File: config.mk
export PLATFORM = sky130hd
export DESIGN_NAME = position_sensor_health_monitor_top_flat
export DESIGN_NICKNAME = d
export VERILOG_FILES = /design/src/rtl/psm_pkg.sv /design/src/rtl/psm_if.sv /design/src/rtl/psm_cfg.sv /design/src/rtl/psm_core.sv /design/src/rtl/position_sensor_health_monitor_top.sv /design/src/flat_wrapper.sv
export SDC_FILE = /design/constraint.sdc
export NUM_CORES = 1
export LEC_CHECK = 0
export BUFFER_PORTS_ARGS = -buffer_cell sky130_fd_sc_hd__clkbuf_2
export CORE_UTILIZATION = 40
export DETAILED_ROUTE_END_ITERATION = 8
export RECOVER_POWER = 50
export SYNTH_ARGS = -nofsm -noshare
export SYNTH_HDL_FRONTEND = slang
export SYNTH_SLANG_ARGS = --single-unit
File: constraint.sdc
create_clock -name clk -period 6.2 [get_ports clk]
set_input_delay 1.24 -clock clk [delete_from_list [all_inputs] [get_ports clk]]
set_output_delay 1.24 -clock clk [all_outputs]
set_load 0.02 [all_outputs]
File: src/rtl/psm_pkg.sv
`timescale 1ns / 1ps

package psm_pkg;

    // Default sample width and calibration reset codes
    localparam int SAMPLE_BITS_DEFAULT = 10;
    localparam int CLOSED_RESET_CODE   = 0;
    localparam int OPEN_RESET_CODE     = 1023;

    // Input item kinds
    typedef enum logic [1:0] {
        OP_SAMPLE = 2'd0,
        OP_SWITCH = 2'd1,
        OP_WINDOW = 2'd2,
        OP_NONE   = 2'd3
    } opcode_t;

    // End-switch states
    localparam logic [1:0] SW_CLEAR   = 2'd0;
    localparam logic [1:0] SW_AT_STOP = 2'd1;

    // Configuration register indexes
    localparam logic CFG_CLOSED = 1'b0;
    localparam logic CFG_OPEN   = 1'b1;

    // Health check limits
    localparam int EXCURSION_LIMIT = 16;
    localparam int RUNS_TO_STUCK   = 3;
    localparam int WINDOWS_NEEDED  = 2;

endpackage

File: src/rtl/psm_if.sv
`timescale 1ns / 1ps

// Input channel: one item per handshake
interface psm_in_if #(
    parameter int SAMPLE_BITS = psm_pkg::SAMPLE_BITS_DEFAULT
);
    logic                   valid;
    logic                   ready;
    logic [1:0]             opcode;
    logic [SAMPLE_BITS-1:0] sample;
    logic [1:0]             switch_state;

    modport source (output valid, output opcode, output sample, output switch_state,
                    input ready);
    modport sink   (input valid, input opcode, input sample, input switch_state,
                    output ready);
endinterface

// Result channel: current health flags
interface psm_out_if;
    logic valid;
    logic ready;
    logic implausible;
    logic stuck;

    modport source (output valid, output implausible, output stuck, input ready);
    modport sink   (input valid, input implausible, input stuck, output ready);
endinterface

File: src/rtl/psm_cfg.sv
`timescale 1ns / 1ps

module psm_cfg #(
    parameter int SAMPLE_BITS = psm_pkg::SAMPLE_BITS_DEFAULT
) (
    input  logic                   clk,
    input  logic                   rst_n,
    input  logic                   cfg_we,
    input  logic                   cfg_index,
    input  logic [SAMPLE_BITS-1:0] cfg_wdata,
    output logic [SAMPLE_BITS-1:0] lo_band,
    output logic [SAMPLE_BITS:0]   hi_band
);

    localparam logic [SAMPLE_BITS-1:0] CLOSED_RESET = SAMPLE_BITS'(psm_pkg::CLOSED_RESET_CODE);
    localparam logic [SAMPLE_BITS-1:0] OPEN_RESET   = SAMPLE_BITS'(psm_pkg::OPEN_RESET_CODE);

    logic [SAMPLE_BITS-1:0] closed_reg;
    logic [SAMPLE_BITS-1:0] open_reg;
    logic [SAMPLE_BITS-1:0] lo;
    logic [SAMPLE_BITS-1:0] hi;
    logic [SAMPLE_BITS-1:0] margin;

    // Calibration registers
    always_ff @(posedge clk or negedge rst_n)
    begin
        if (!rst_n)
        begin
            closed_reg <= CLOSED_RESET;
            open_reg   <= OPEN_RESET;
        end
        else if (cfg_we)
        begin
            unique case (cfg_index)
                psm_pkg::CFG_CLOSED: closed_reg <= cfg_wdata;
                psm_pkg::CFG_OPEN:   open_reg   <= cfg_wdata;
                default:             ;
            endcase
        end
    end

    // Band: calibrated span widened by a quarter on each side, low edge floored at zero
    always_comb
    begin
        lo      = (closed_reg < open_reg) ? closed_reg : open_reg;
        hi      = (closed_reg < open_reg) ? open_reg : closed_reg;
        margin  = (hi - lo) >> 2;
        lo_band = (margin >= lo) ? '0 : lo - margin;
        hi_band = {1'b0, hi} + {1'b0, margin};
    end

endmodule

File: src/rtl/psm_core.sv
`timescale 1ns / 1ps

module psm_core #(
    parameter int SAMPLE_BITS = psm_pkg::SAMPLE_BITS_DEFAULT
) (
    input  logic                   clk,
    input  logic                   rst_n,
    input  logic                   advance,
    input  logic [1:0]             opcode,
    input  logic [SAMPLE_BITS-1:0] sample,
    input  logic [1:0]             switch_state,
    input  logic [SAMPLE_BITS-1:0] lo_band,
    input  logic [SAMPLE_BITS:0]   hi_band,
    output logic                   implausible_next,
    output logic                   stuck_next
);

    typedef enum logic [1:0] {
        ST_IDLE    = 2'd0,
        ST_AT_STOP = 2'd1,
        ST_AWAY    = 2'd2
    } seq_state_t;

    localparam logic [1:0] WINDOWS_NEEDED = 2'(psm_pkg::WINDOWS_NEEDED);
    localparam logic [1:0] RUNS_TO_STUCK  = 2'(psm_pkg::RUNS_TO_STUCK);
    localparam logic [SAMPLE_BITS-1:0] EXCURSION_LIMIT =
        SAMPLE_BITS'(psm_pkg::EXCURSION_LIMIT);

    seq_state_t             state_reg, state_next;
    logic [1:0]             away_reg, away_next;
    logic [SAMPLE_BITS-1:0] low_reg, low_next;
    logic [SAMPLE_BITS-1:0] high_reg, high_next;
    logic [1:0]             run_reg, run_next;
    logic                   stuck_reg;
    logic [1:0]             outside_reg, outside_next;
    logic                   implausible_reg;
    logic [SAMPLE_BITS-1:0] wide_low;
    logic [SAMPLE_BITS-1:0] wide_high;
    logic                   outside;

    always_comb
    begin
        // Tracking window including this sample
        wide_low  = (sample < low_reg) ? sample : low_reg;
        wide_high = (sample > high_reg) ? sample : high_reg;
        outside   = (sample < lo_band) || ({1'b0, sample} > hi_band);

        state_next       = state_reg;
        away_next        = away_reg;
        low_next         = low_reg;
        high_next        = high_reg;
        run_next         = run_reg;
        stuck_next       = stuck_reg;
        outside_next     = outside_reg;
        implausible_next = implausible_reg;

        case (opcode)
            psm_pkg::OP_SAMPLE:
            begin
                if (state_reg == ST_AT_STOP || state_reg == ST_AWAY)
                begin
                    low_next  = wide_low;
                    high_next = wide_high;
                end
            end
            psm_pkg::OP_SWITCH:
            begin
                unique case (state_reg)
                    ST_AT_STOP:
                    begin
                        if (switch_state == psm_pkg::SW_CLEAR)
                        begin
                            state_next = ST_AWAY;
                            away_next  = '0;
                            low_next   = wide_low;
                            high_next  = wide_high;
                        end
                    end
                    ST_AWAY:
                    begin
                        if (switch_state == psm_pkg::SW_AT_STOP)
                        begin
                            // Sequence complete: judge it only if it stayed away long enough
                            if (away_reg >= WINDOWS_NEEDED)
                            begin
                                if (wide_high - wide_low < EXCURSION_LIMIT)
                                begin
                                    if (run_reg < RUNS_TO_STUCK)
                                        run_next = run_reg + 2'd1;
                                    if (run_next >= RUNS_TO_STUCK)
                                        stuck_next = 1'b1;
                                end
                                else
                                begin
                                    run_next   = '0;
                                    stuck_next = 1'b0;
                                end
                            end
                            state_next = ST_AT_STOP;
                            low_next   = sample;
                            high_next  = sample;
                            away_next  = '0;
                        end
                    end
                    default:
                    begin
                        if (switch_state == psm_pkg::SW_AT_STOP)
                        begin
                            state_next = ST_AT_STOP;
                            low_next   = sample;
                            high_next  = sample;
                            away_next  = '0;
                        end
                    end
                endcase
            end
            psm_pkg::OP_WINDOW:
            begin
                if (state_reg == ST_AWAY && away_reg < WINDOWS_NEEDED)
                    away_next = away_reg + 2'd1;
                // Plausibility check against the widened band
                if (outside)
                begin
                    if (outside_reg < WINDOWS_NEEDED)
                        outside_next = outside_reg + 2'd1;
                    if (outside_next >= WINDOWS_NEEDED)
                        implausible_next = 1'b1;
                end
                else
                begin
                    outside_next     = '0;
                    implausible_next = 1'b0;
                end
            end
            default: ;
        endcase
    end

    // Monitor state, updated as each item is committed
    always_ff @(posedge clk or negedge rst_n)
    begin
        if (!rst_n)
        begin
            state_reg       <= ST_IDLE;
            away_reg        <= '0;
            low_reg         <= '1;
            high_reg        <= '0;
            run_reg         <= '0;
            stuck_reg       <= 1'b0;
            outside_reg     <= '0;
            implausible_reg <= 1'b0;
        end
        else if (advance)
        begin
            state_reg       <= state_next;
            away_reg        <= away_next;
            low_reg         <= low_next;
            high_reg        <= high_next;
            run_reg         <= run_next;
            stuck_reg       <= stuck_next;
            outside_reg     <= outside_next;
            implausible_reg <= implausible_next;
        end
    end

endmodule

File: src/rtl/position_sensor_health_monitor_top.sv
`timescale 1ns / 1ps

// Health monitor for a draw-wire position sensor. Takes one item per clock
// while results are accepted (sample note, end-switch event or window tick)
// and returns exactly one result item per input item, carrying the implausible
// and stuck flags as they stand after that item. An item passes an input
// register, then one pass of compare and saturating-counter logic writes the
// monitor state and the result register; the input register can take the next
// item while a result waits. Calibration codes are to be written through
// cfg_we/cfg_index/cfg_wdata only while the block is idle, which the block
// itself does not enforce; the plausible band follows them at once.
module position_sensor_health_monitor_top #(
    parameter int SAMPLE_BITS = psm_pkg::SAMPLE_BITS_DEFAULT
) (
    input  logic                   clk,
    input  logic                   rst_n,
    input  logic                   cfg_we,
    input  logic                   cfg_index,
    input  logic [SAMPLE_BITS-1:0] cfg_wdata,
    psm_in_if.sink                 in_item,
    psm_out_if.source              out_item
);

    logic                   s1_valid_reg;
    logic [1:0]             s1_opcode_reg;
    logic [SAMPLE_BITS-1:0] s1_sample_reg;
    logic [1:0]             s1_switch_reg;
    logic                   out_valid_reg;
    logic                   out_implausible_reg;
    logic                   out_stuck_reg;
    logic                   advance;
    logic                   in_take;
    logic [SAMPLE_BITS-1:0] lo_band;
    logic [SAMPLE_BITS:0]   hi_band;
    logic                   implausible_next;
    logic                   stuck_next;

    psm_cfg #(
        .SAMPLE_BITS (SAMPLE_BITS)
    ) u_cfg (
        .clk       (clk),
        .rst_n     (rst_n),
        .cfg_we    (cfg_we),
        .cfg_index (cfg_index),
        .cfg_wdata (cfg_wdata),
        .lo_band   (lo_band),
        .hi_band   (hi_band)
    );

    psm_core #(
        .SAMPLE_BITS (SAMPLE_BITS)
    ) u_core (
        .clk              (clk),
        .rst_n            (rst_n),
        .advance          (advance),
        .opcode           (s1_opcode_reg),
        .sample           (s1_sample_reg),
        .switch_state     (s1_switch_reg),
        .lo_band          (lo_band),
        .hi_band          (hi_band),
        .implausible_next (implausible_next),
        .stuck_next       (stuck_next)
    );

    // Handshake: commit when the result slot is free or being emptied
    assign advance       = s1_valid_reg && (!out_valid_reg || out_item.ready);
    assign in_item.ready = !s1_valid_reg || advance;
    assign in_take       = in_item.valid && in_item.ready;

    assign out_item.valid       = out_valid_reg;
    assign out_item.implausible = out_implausible_reg;
    assign out_item.stuck       = out_stuck_reg;

    // Input register
    always_ff @(posedge clk or negedge rst_n)
    begin
        if (!rst_n)
            s1_valid_reg <= 1'b0;
        else if (in_item.ready)
            s1_valid_reg <= in_item.valid;
    end

    always_ff @(posedge clk)
    begin
        if (in_take)
        begin
            s1_opcode_reg <= in_item.opcode;
            s1_sample_reg <= in_item.sample;
            s1_switch_reg <= in_item.switch_state;
        end
    end

    // Result register
    always_ff @(posedge clk or negedge rst_n)
    begin
        if (!rst_n)
            out_valid_reg <= 1'b0;
        else if (advance)
            out_valid_reg <= 1'b1;
        else if (out_item.ready)
            out_valid_reg <= 1'b0;
    end

    always_ff @(posedge clk)
    begin
        if (advance)
        begin
            out_implausible_reg <= implausible_next;
            out_stuck_reg       <= stuck_next;
        end
    end

endmodule

File: src/flat_wrapper.sv
// flat-port wrapper written by rule: the top's interface ports become plain ports
module position_sensor_health_monitor_top_flat 
#(
    parameter int SAMPLE_BITS = psm_pkg::SAMPLE_BITS_DEFAULT
)
  (clk, rst_n, cfg_we, cfg_index, cfg_wdata, in_item_valid, in_item_opcode, in_item_sample, in_item_switch_state, in_item_ready, out_item_valid, out_item_implausible, out_item_stuck, out_item_ready);
  psm_in_if #(.SAMPLE_BITS(SAMPLE_BITS)) in_item_i ();
  psm_out_if out_item_i ();
  input  logic clk;
  input  logic rst_n;
  input  logic cfg_we;
  input  logic cfg_index;
  input  logic [SAMPLE_BITS-1:0] cfg_wdata;
  input wire logic [$bits(in_item_i.valid)-1:0] in_item_valid;
  input wire logic [$bits(in_item_i.opcode)-1:0] in_item_opcode;
  input wire logic [$bits(in_item_i.sample)-1:0] in_item_sample;
  input wire logic [$bits(in_item_i.switch_state)-1:0] in_item_switch_state;
  output wire logic [$bits(in_item_i.ready)-1:0] in_item_ready;
  output wire logic [$bits(out_item_i.valid)-1:0] out_item_valid;
  output wire logic [$bits(out_item_i.implausible)-1:0] out_item_implausible;
  output wire logic [$bits(out_item_i.stuck)-1:0] out_item_stuck;
  input wire logic [$bits(out_item_i.ready)-1:0] out_item_ready;
  assign in_item_i.valid = in_item_valid;
  assign in_item_i.opcode = in_item_opcode;
  assign in_item_i.sample = in_item_sample;
  assign in_item_i.switch_state = in_item_switch_state;
  assign in_item_ready = in_item_i.ready;
  assign out_item_valid = out_item_i.valid;
  assign out_item_implausible = out_item_i.implausible;
  assign out_item_stuck = out_item_i.stuck;
  assign out_item_i.ready = out_item_ready;
  position_sensor_health_monitor_top #(.SAMPLE_BITS(SAMPLE_BITS)) u_core (.clk(clk), .rst_n(rst_n), .cfg_we(cfg_we), .cfg_index(cfg_index), .cfg_wdata(cfg_wdata), .in_item(in_item_i), .out_item(out_item_i));
endmodule
# [After elaboration in Yosys (flattened, before gate mapping)]
# Index checks and enable logic that the tools add are counted.
# Widths: inputs -> output; s select.
[totals] regBits=68 output_inout_bits=4 in_bits=30 wordCells=114
[op_classes] mux=44 n_addsub=7 eq_ne=10 n_reduce_logical=22 magnitude_cmp=13 n_bitwise=1
[op_table] cell="$mux 10" n=12
[op_table] cell="$pmux 10 s2" n=2
[op_table] cell="$mux 2" n=18
[op_table] cell="$lt 10x10->1" n=3
[op_table] cell="$sub 10x10->10" n=2
[op_table] cell="$reduce_and 5->1" n=3
[op_table] cell="$add 10x8->11" n=1
[op_table] cell="$gt 10x11->1" n=1
[op_table] cell="$mux 1" n=11
[op_table] cell="$ge 8x10->1" n=1
[op_table] cell="$gt 10x10->1" n=1
[op_table] cell="$lt 10x5->1 const B" n=1
[op_table] cell="$sub 10x8->10" n=1
[op_table] cell="$reduce_bool 2->1" n=4
[op_table] cell="$add 2x1->2 const B" n=3
[op_table] cell="$eq 2x1->1 const B" n=3
[op_table] cell="$ge 2x2->1 const B" n=3
[op_table] cell="$lt 2x2->1 const B" n=3
[op_table] cell="$ne 3x3->1 const B" n=2
[op_table] cell="$reduce_and 2->1" n=3
[op_table] cell="$eq 2x2->1 const B" n=2
[op_table] cell="$logic_not 2->1" n=2
[op_table] cell="$logic_or 1x1->1" n=4
[op_table] cell="$ne 2x2->1 const B" n=2
[op_table] cell="6 further kinds" n=9

# [Logic depth before layout (Yosys ltp)]
# Gate-level depths: netlist of the first run.
[logic_depth] depth_word=16 mapped_depth=31 mapped_depth_nobuf=28

# [By module]
# A second synthesis of the first run with hierarchy kept.
[unflattened] hier_cells=689 area_unflattened_um2=6128.4
[by_module_without_submodules] module="psm_core" area_each_um2=2916.5 cells_each=332 seq_area_each_um2=763.2 instances=1
[by_module_without_submodules] module="psm_cfg" area_each_um2=2627.5 cells_each=333 seq_area_each_um2=513.0 instances=1
[by_module_without_submodules] module="position_sensor_health_monitor_top" area_each_um2=584.3 cells_each=24 seq_area_each_um2=530.5 instances=1

# [Least setup slack after synthesis of the first run]
# Ideal clock, no wire load.
[synth_path] path_kind="reg2reg" from="reg u_core.u_cfg.open_reg[8]" to="reg u_core.out_implausible_reg, in the netlist u_core.out_item.implausible (data pin)" path_slack_ns=0.425 path_stages_with_launch=28 required_ns=5.932 t_arrival_ns=5.507 synth_period_minus_slack_ns=5.775 setup_ns=0.268 path_buffers=4 path_cell_list="dfstp_2 > clkbuf_1 > inv_1 > ha_1 > buf_8 > a21o_1 > a221oi_4 > o21a_4 > buf_6 > clkbuf_1 > nor2_1 > a21oi_1 > inv_1 > ha_1 > nor2b_1 > o21ai_0 > a21boi_1 > o21ai_0 > a21boi_1 > o21ai_0 > a21boi_0 > or4_1 > nand3_1 > ha_1 > nand4_1 > a2111oi_2 > a2bb2oi_2 > a21oi_1"
[synth_between] elab_chain_len=9 elab_cells_between_ends=13 cone_classes="add/sub (3); order compare (4); mux (5); reduce/logical (1)"
[synth_rtl] element="start, declared" line_no="psm_cfg.sv:19" source="logic [SAMPLE_BITS-1:0] open_reg;"
[synth_rtl] element="start signal, assigned" line_no="psm_cfg.sv:36" source="psm_pkg::CFG_OPEN: open_reg <= cfg_wdata;"
[synth_rtl] element="$lt 10x10->1" line_no="psm_cfg.sv:45, psm_cfg.sv:46"
[synth_rtl] element="$mux 10 (on tied branches)" line_no="psm_cfg.sv:46, psm_cfg.sv:45"
[synth_rtl] element="$sub 10x10->10" line_no="psm_cfg.sv:47" source="margin = (hi - lo) >> 2;"
[synth_rtl] element="$sub 10x8->10 / $ge 8x10->1 (equally long branches)" line_no="psm_cfg.sv:48" source="lo_band = (margin >= lo) ? '0 : lo - margin;"
[synth_rtl] element="$mux 10" line_no="psm_cfg.sv:48"
[synth_rtl] element="$lt 10x10->1" line_no="psm_core.sv:46" source="outside = (sample < lo_band) || ({1'b0, sample} > hi_band);"
[synth_rtl] element="$logic_or 1x1->1 *" line_no="psm_core.sv:46"
[synth_rtl] element="$mux 1 *" line_no="psm_core.sv:122" source="if (outside)"
[synth_rtl] element="$mux 1 *" line_no="psm_core.sv:57" source="case (opcode)"
[synth_rtl] element="named net u_core.implausible_next" line_no="position_sensor_health_monitor_top.sv:35" source="logic implausible_next;"
[synth_rtl] element="end signal, assigned" line_no="position_sensor_health_monitor_top.sv:108" source="out_implausible_reg <= implausible_next;"
[synth_rtl] element="end, declared" line_no="position_sensor_health_monitor_top.sv:29" source="logic out_implausible_reg;"
# Mark *: on every way through the listed nets, which the timed path passes. The rest lies on a longest branch.
# A chain may end at the register's enable or synchronous reset.

# [Worst setup path after layout of the first run]
[layout_path] from="reg u_core.u_cfg.open_reg[7]" to="reg u_core.out_implausible_reg, in the netlist u_core.out_item.implausible (data pin)"
# Same word-level chain as after synthesis.

==> impl_metrics.py, run 1 <==
metrics = {
    "power_and_ir_drop": {
        "p_switching_mw": 1.84,
        "clkPwrFrac_pct": 13.1,
        "p_comb_share_pct": 69.5,
        "p_sw_share_pct": 46.2,
        "intPower_mw": 2.14,
        "total_power_mw": 3.98,
        "max-vdd-ir-drop_uv": 256,
        "leakagePower_nw": 2.94,
        "seqPwrFrac_pct": 17.4,
        "p_per_area_nw_per_um2": 607,
    },
    "synth": {
        "ys_seq_area_share_pct": 30.9,
        "syn_nets": 756,
        "synth_seq_cells": 68,
        "synth_area_per_cell_sq_um": 9.01,
        "synth_cell_types": 75,
        "yosysTopAreaCellShare_pct": 16.0,
        "netlist_area_sq_um": 5850,
        "synthArstFlopShare_pct": 76.5,
        "synth-main-ff-cell": "dfrtp_1",
        "syn_inst": 649,
        "synth_edf_count": 16,
        "synth_area_leaders": "ha_1 16%, dfrtp_1 14%, dfstp_2 9.0%",
        "yosys.area.top_type": "ha_1",
        "ys_warn_count": 0,
    },
    "clock_tree": {
        "cts_buffers": 9,
        "clk_latency_ns": 0.35,
        "cts_root_buf": "clkbuf_16",
        "cts_hold_buf": 0,
        "cts_tree": "yes",
        "clk_path_buf_depth": 2,
        "clock-sinks": 68,
        "h-tree-depth": 3,
        "clkTransAtPathRegs_ns": 0.06,
    },
    "timing": {
        "fin_crit_ns": 5.82,
        "finalSetupTns_ns": 0,
        "max_freq_ghz": 0.172,
        "worstMarginPinSlew_ns": 2.95,
        "hold_violations": 0,
        "rsz0062_at_grt": "false",
        "hold_slack_ns": 0.475,
        "setup_viol": 0,
        "clock_skew_ns": 0.00809,
        "fin_crit_sh_pct": 93.8,
        "setup_ws_ns": 0.382,
        "max_slew_margin_pct": -96.4,
        "maxSlewViolCount": 53,
    },
    "setup_path": {
        "rr_worst_depth": 25,
        "slowest_delay_ns": 0.54,
        "critPathLaunchType": "register",
        "path_max_fanout": 6,
        "critPathCaptureType": "register",
        "required_ns": 6.28,
        "crit_arrival_ns": 5.90,
        "slowest_stage": "dfstp_2",
        "crit_type": "register to register",
    },
    "drt": {
        "routed_via_density": 5.57,
        "drt_first_pass_iters": 4,
        "wl_per_cell_um": 15.3,
        "drc": 0,
        "drtIter0Drc": 220,
        "ant_nets": 0,
        "drt_wl_total_um": 13400,
        "vias": 4862,
    },
    "worst_hold_path": {
        "hold_depth": 2,
        "hp-class": "register to register",
    },
    "floorplan": {
        "die_y_um": 123,
        "start_util_pct": 41.5,
        "die_x_um": 123,
        "core-area_sq_um": 14100,
        "top_level_ports": 34,
        "num_rows": 43,
        "die_area_sq_um": 15100,
    },
    "grt": {
        "antenna_found_initial": 0,
        "grtUsageTotal_pct": 19.3,
        "grt_pass1_wl_um": 22300,
        "grt_pass1_vias": 4748,
        "grt_overflow_total": 0,
        "grt_max_degree": 53,
    },
    "finish": {
        "final_cell_area_sq_um": 6550,
        "antenna_cells": 0,
        "fin_util_pct": 46.5,
        "register_area_sq_um": 1810,
        "finalNonFillerCells": 873,
        "multi_input_area_sq_um": 3770,
        "drive_gt1_share_pct": 18.5,
        "syn2layout_area_growth_pct": 12.0,
        "fillCellCount": 1366,
        "nets": 795,
    },
    "run": {
        "maxCapViolations": 1,
    },
    "place": {
        "gp_congestion": 0.889,
        "placed_area_sq_um": 6200,
        "hpwl_um": 10400,
        "pre_cts_slack_ns": 0.131,
        "io_buffers": 33,
        "place_inst": 853,
    },
    "run_status": {
        "violations": "capacitance limit, slew limit",
        "status": "finished with violations",
    },
}
## kinds of logic after synthesis
logic type	after synthesis	share of synthesized area, %
AO/OA/AOI/OAI	180	21.5
buffers and inverters	73	5.20
XOR/XNOR	25	3.87
AND/OR/NAND/NOR	192	15.5
flip-flops	68	30.9
adder cells (fa/ha/maj)	77	16.7
multiplexers	34	6.31
## critical path, delay by kind of cell (launching register included)
family / cells / cell delay [ns]
fa+ha+maj: 3 / 0.80
buf+inv: 3 / 0.24
flops: 1 / 0.54
compound gates: 14 / 3.01
simple gates: 4 / 0.80
xor+xnor: 1 / 0.16
## power by group through the flow
stage	Sequential (mW)	Clock (mW)	Combinational, mW
6_report	0.691	0.523	2.76
5_1_grt	0.708	0.557	3.12
3_5_place_dp	0.698	0	2.70
4_1_cts	0.691	0.539	2.73
3_3_place_gp	0.694	0	2.62
2_1_floorplan	0.671	0	2.14
## layer usage
metal	part of all wire, %	global-route usage (%)
met4	2.6	8.46
met3	2.8	4.47
met2	50	34.0
met1	44	22.2
met5	0	0
## final timing paths
path                                         startpoint                      endpoint  slack [ns]
max                            u_core.u_cfg.open_reg[7]   u_core.out_item.implausible        0.38
min                        u_core.u_core.outside_reg[0]  u_core.u_core.outside_reg[0]        0.47
max reg2reg                    u_core.u_cfg.open_reg[7]   u_core.out_item.implausible        0.38
min reg2reg                u_core.u_core.outside_reg[0]  u_core.u_core.outside_reg[0]        0.47
max in group asynchronous                         rst_n    u_core.u_cfg.closed_reg[5]        2.58
min in group asynchronous                         rst_n    u_core.u_core.state_reg[0]        1.94
## layout make-up
cell class	count	share of cell area, %
Multi-Input combinational cell	508	57.5
Sequential cell	68	27.6
Timing Repair Buffer	43	3.59
Clock buffer	9	3.44
Tap cell	180	3.44
Inverter	58	3.32
Clock inverter	7	1.15
## placed cells by master (no fill, tap or decap), types with 10 or more instances in the layout
cell type   n
nand2_1    88
ha_1       73
inv_1      57
o21ai_0    50
a21oi_1    35
clkbuf_2   32
dfrtp_1    32
nor2_1     24
mux2_2     23
nand3_1    20
dfstp_2    20
edfxtp_1   16
nand2b_1   14
xnor2_1    14
mux2i_1    10
a21o_1     10
nand4_1    10
xor2_1     10
## cells in the mapped netlist (3+ instances only)
cell type / count
nor3_1: 9
inv_1: 57
nand2b_1: 14
xor2_1: 10
o21ai_1: 4
nor2b_1: 8
edfxtp_1: 16
a21oi_1: 37
o211ai_1: 6
nor2_1: 24
nand2_1: 88
a31oi_1: 6
and2_1: 4
nor3_2: 3
o21ai_0: 53
a211oi_1: 5
o22ai_1: 3
clkbuf_1: 7
dfrtp_1: 32
nand3_1: 20
dfstp_2: 20
nand3b_1: 3
mux2i_1: 11
a21o_1: 10
o31ai_1: 5
nand4_1: 10
mux2_2: 23
buf_2: 3
a21boi_1: 4
ha_1: 75
xnor2_1: 14
o21a_1: 7
o21bai_1: 6
## timing repair
item                       in CTS  in global routing
buffers inserted                0                  4
gates resized for setup         0                 10
setup endpoints to repair       0                  4
(Power assumes the default switching activity.)
==> run 2, diff against run 1 <==
--- a/config.mk
+++ b/config.mk
@@ -6,8 +6,10 @@
 export NUM_CORES = 1
 export LEC_CHECK = 0
 export BUFFER_PORTS_ARGS = -buffer_cell sky130_fd_sc_hd__clkbuf_2
+export CAP_MARGIN = 40
 export CORE_UTILIZATION = 40
 export DETAILED_ROUTE_END_ITERATION = 8
+export GPL_TIMING_DRIVEN = 0
 export RECOVER_POWER = 50
 export SYNTH_ARGS = -nofsm -noshare
 export SYNTH_HDL_FRONTEND = slang
==> run 2 against run 1 <==
The run still ends with capacitance limit, slew limit left. Combinational power rose by 4%. Non-clock buffer count up 12. Register-to-register slack about the same. Via count grew 1.3%. Clock power rose by 2%. Sequential power barely moved. Flip-flop and latch count unchanged. Cell count up 1.4%. Clock skew is 0.00070 ns higher. Worst hold slack better by 0.021 ns.
==> impl_metrics.py, run 2 (same netlist as run 1, synthesis figures left out) <==
metrics = {
    "setup_path": {
        "required_ns": 6.28,
        "slowest_stage": "dfstp_2",
        "crit_start": "u_core.u_cfg.open_reg[7]",
        "rr_worst_depth": 26,
        "r2r_end": "u_core.out_item.implausible",
        "cp_num_cells": 26,
        "path_max_fanout": 10,
        "rrSetupSlack_ns": 0.37,
        "crit_arrival_ns": 5.91,
        "critPathCaptureType": "register",
        "path_delay_family": "compound AO/OA/AOI/OAI gates",
        "endpoint": "u_core.out_item.implausible",
        "crit_type": "register to register",
        "critPathLaunchType": "register",
        "slowest_delay_ns": 0.54,
        "crit_buf_inv": 4,
        "rr_startpoint": "u_core.u_cfg.open_reg[7]",
    },
    "clock_tree": {
        "cts_buffers": 9,
        "clkTransAtPathRegs_ns": 0.06,
        "cts_root_buf": "clkbuf_16",
        "cts_hold_buf": 0,
        "clk_latency_ns": 0.34,
        "clk_path_buf_depth": 2,
        "h-tree-depth": 3,
        "clock-sinks": 68,
        "cts_tree": "yes",
    },
    "drt": {
        "drtIter0Drc": 201,
        "drc": 0,
        "drt_first_pass_iters": 4,
        "drt_wl_total_um": 14000,
        "vias": 4926,
        "ant_nets": 0,
        "wl_per_cell_um": 15.8,
        "routed_via_density": 5.57,
    },
    "timing": {
        "setup_viol": 0,
        "fin_crit_ns": 5.83,
        "max_slew_margin_pct": -4.98,
        "hold_violations": 0,
        "maxSlewViolCount": 30,
        "clock_skew_ns": 0.00879,
        "fin_crit_sh_pct": 94.0,
        "worstMarginPinSlew_ns": 1.57,
        "max_freq_ghz": 0.172,
    },
    "run_status": {
        "status": "finished with violations",
        "violations": "capacitance limit, slew limit",
    },
    "finish": {
        "final_cell_mix": "88 x nand2_1, 74 x ha_1, 57 x inv_1",
        "fin_util_pct": 47.4,
        "antenna_cells": 0,
        "layout_commonest_cell": "nand2_1",
        "drive_gt1_share_pct": 19.4,
        "final_cell_area_sq_um": 6680,
        "nets": 807,
        "syn2layout_area_growth_pct": 14.1,
    },
    "power_and_ir_drop": {
        "leakagePower_nw": 2.99,
        "p_comb_share_pct": 70.1,
        "p_per_area_nw_per_um2": 613,
        "seqPwrFrac_pct": 16.8,
        "intPower_mw": 2.19,
        "p_switching_mw": 1.91,
        "total_power_mw": 4.09,
        "clkPwrFrac_pct": 13.1,
        "max-vdd-ir-drop_uv": 189,
        "p_sw_share_pct": 46.5,
    },
    "floorplan": {
        "die_area_sq_um": 15100,
        "core-area_sq_um": 14100,
        "die_x_um": 123,
        "num_rows": 43,
        "die_y_um": 123,
        "start_util_pct": 41.5,
        "top_level_ports": 34,
    },
    "grt": {
        "antenna_found_initial": 0,
        "use_met2_pct": 35.8,
        "grt_pass1_wl_um": 23500,
        "use_met3_pct": 4.52,
        "grt_overflow_total": 0,
        "grt-busiest-layer": "met2",
        "gr-usage-met1_pct": 23.3,
        "grt_pass1_vias": 4978,
        "grtUsageTotal_pct": 20.2,
        "grt_max_degree": 30,
    },
    "worst_hold_path": {
        "holdCritStartpoint": "u_core.s1_valid_reg",
        "hp-class": "register to register",
    },
    "place": {
        "hpwl_um": 10800,
        "gp_congestion": 0.860,
        "io_buffers": 33,
        "placed_area_sq_um": 6260,
    },
    "run": {
        "maxCapViolations": 1,
    },
}
-- run 2: changes by cell type in the layout (fill, tap and decap cells not counted), sizes merged --
cell,delta
buf,+6
clkbuf,+6
clkinv,-1
clkinvlp,-1
inv,+2
-- run 2: layout make-up --
class,instances,area [sq um]
Multi-Input combinational cell,508,3810
Clock inverter,7,81.3
Timing Repair Buffer,41,218
Sequential cell,68,1810
Inverter,58,218
Clock buffer,9,225
Fill cell,1358,7420
Tap cell,180,225
Buffer,14,87.6
-- run 2: worst min-delay path by stage --
stage                     slack, ns  cells after the start                      endpoint
after floorplan                0.45                      2  u_core.u_core.outside_reg[0]
after global placement         0.46                      2  u_core.u_core.outside_reg[0]
after detailed placement       0.48                      1         u_core.out_item.valid
after CTS                      0.49                      1         u_core.out_item.valid
after global routing           0.53                      2  u_core.u_core.outside_reg[0]
final                          0.50                      1         u_core.out_item.valid
-- run 2: layer usage --
layer / up-vias / wire length [um]
met4: 0 / 410
met3: 30 / 477
met5: - / 0
met1: 2342 / 6190
li1: 2448 / -
met2: 106 / 6880
-- run 2: repair_timing --
item	4_1_cts	5_1_grt
setup endpoints to repair	4	4
pin swaps	0	4
buffers inserted	0	7
resized for setup	5	15
-- run 2: through the flow --
step | cells | setup slack, ns | hold WS (ns) | TNS, ns
5_1_grt | 885 | -0.0563 | 0.527 | -0.0943
3_3_place_gp | 862 | -0.497 | 0.462 | -1.61
3_5_place_dp | 863 | -0.682 | 0.483 | -2.36
2_1_floorplan | 649 | 0.425 | 0.449 | 0
4_1_cts | 878 | -0.0542 | 0.495 | -0.0542
6_report | 885 | 0.372 | 0.496 | 0
-- run 2: power groups by stage --
stage	clock (mW)	sequential, mW	combinational, mW
2_1_floorplan	0	0.671	2.14
3_3_place_gp	0	0.690	2.62
3_5_place_dp	0	0.695	2.70
4_1_cts	0.554	0.690	2.74
5_1_grt	0.571	0.706	3.25
6_report	0.536	0.689	2.87
-- run 2: worst register-to-register path, cell delays in order (launching register included) --
cell       delay, ns
dfstp_2         0.54
inv_1           0.07
ha_2            0.32
a21o_1          0.20
a21o_1          0.20
a221oi_4        0.34
o21a_4          0.22
buf_6           0.16
clkbuf_4        0.24
nor2_1          0.08
a21oi_2         0.18
inv_1           0.07
ha_1            0.31
nor2b_1         0.13
o21ai_0         0.22
a21boi_1        0.12
o21ai_1         0.17
a21boi_1        0.12
o21ai_2         0.17
a21boi_0        0.12
or4_1           0.50
nand3_1         0.11
ha_1            0.17
nand4_1         0.17
a2111oi_4       0.30
a2bb2oi_4       0.24
a21oi_1         0.09
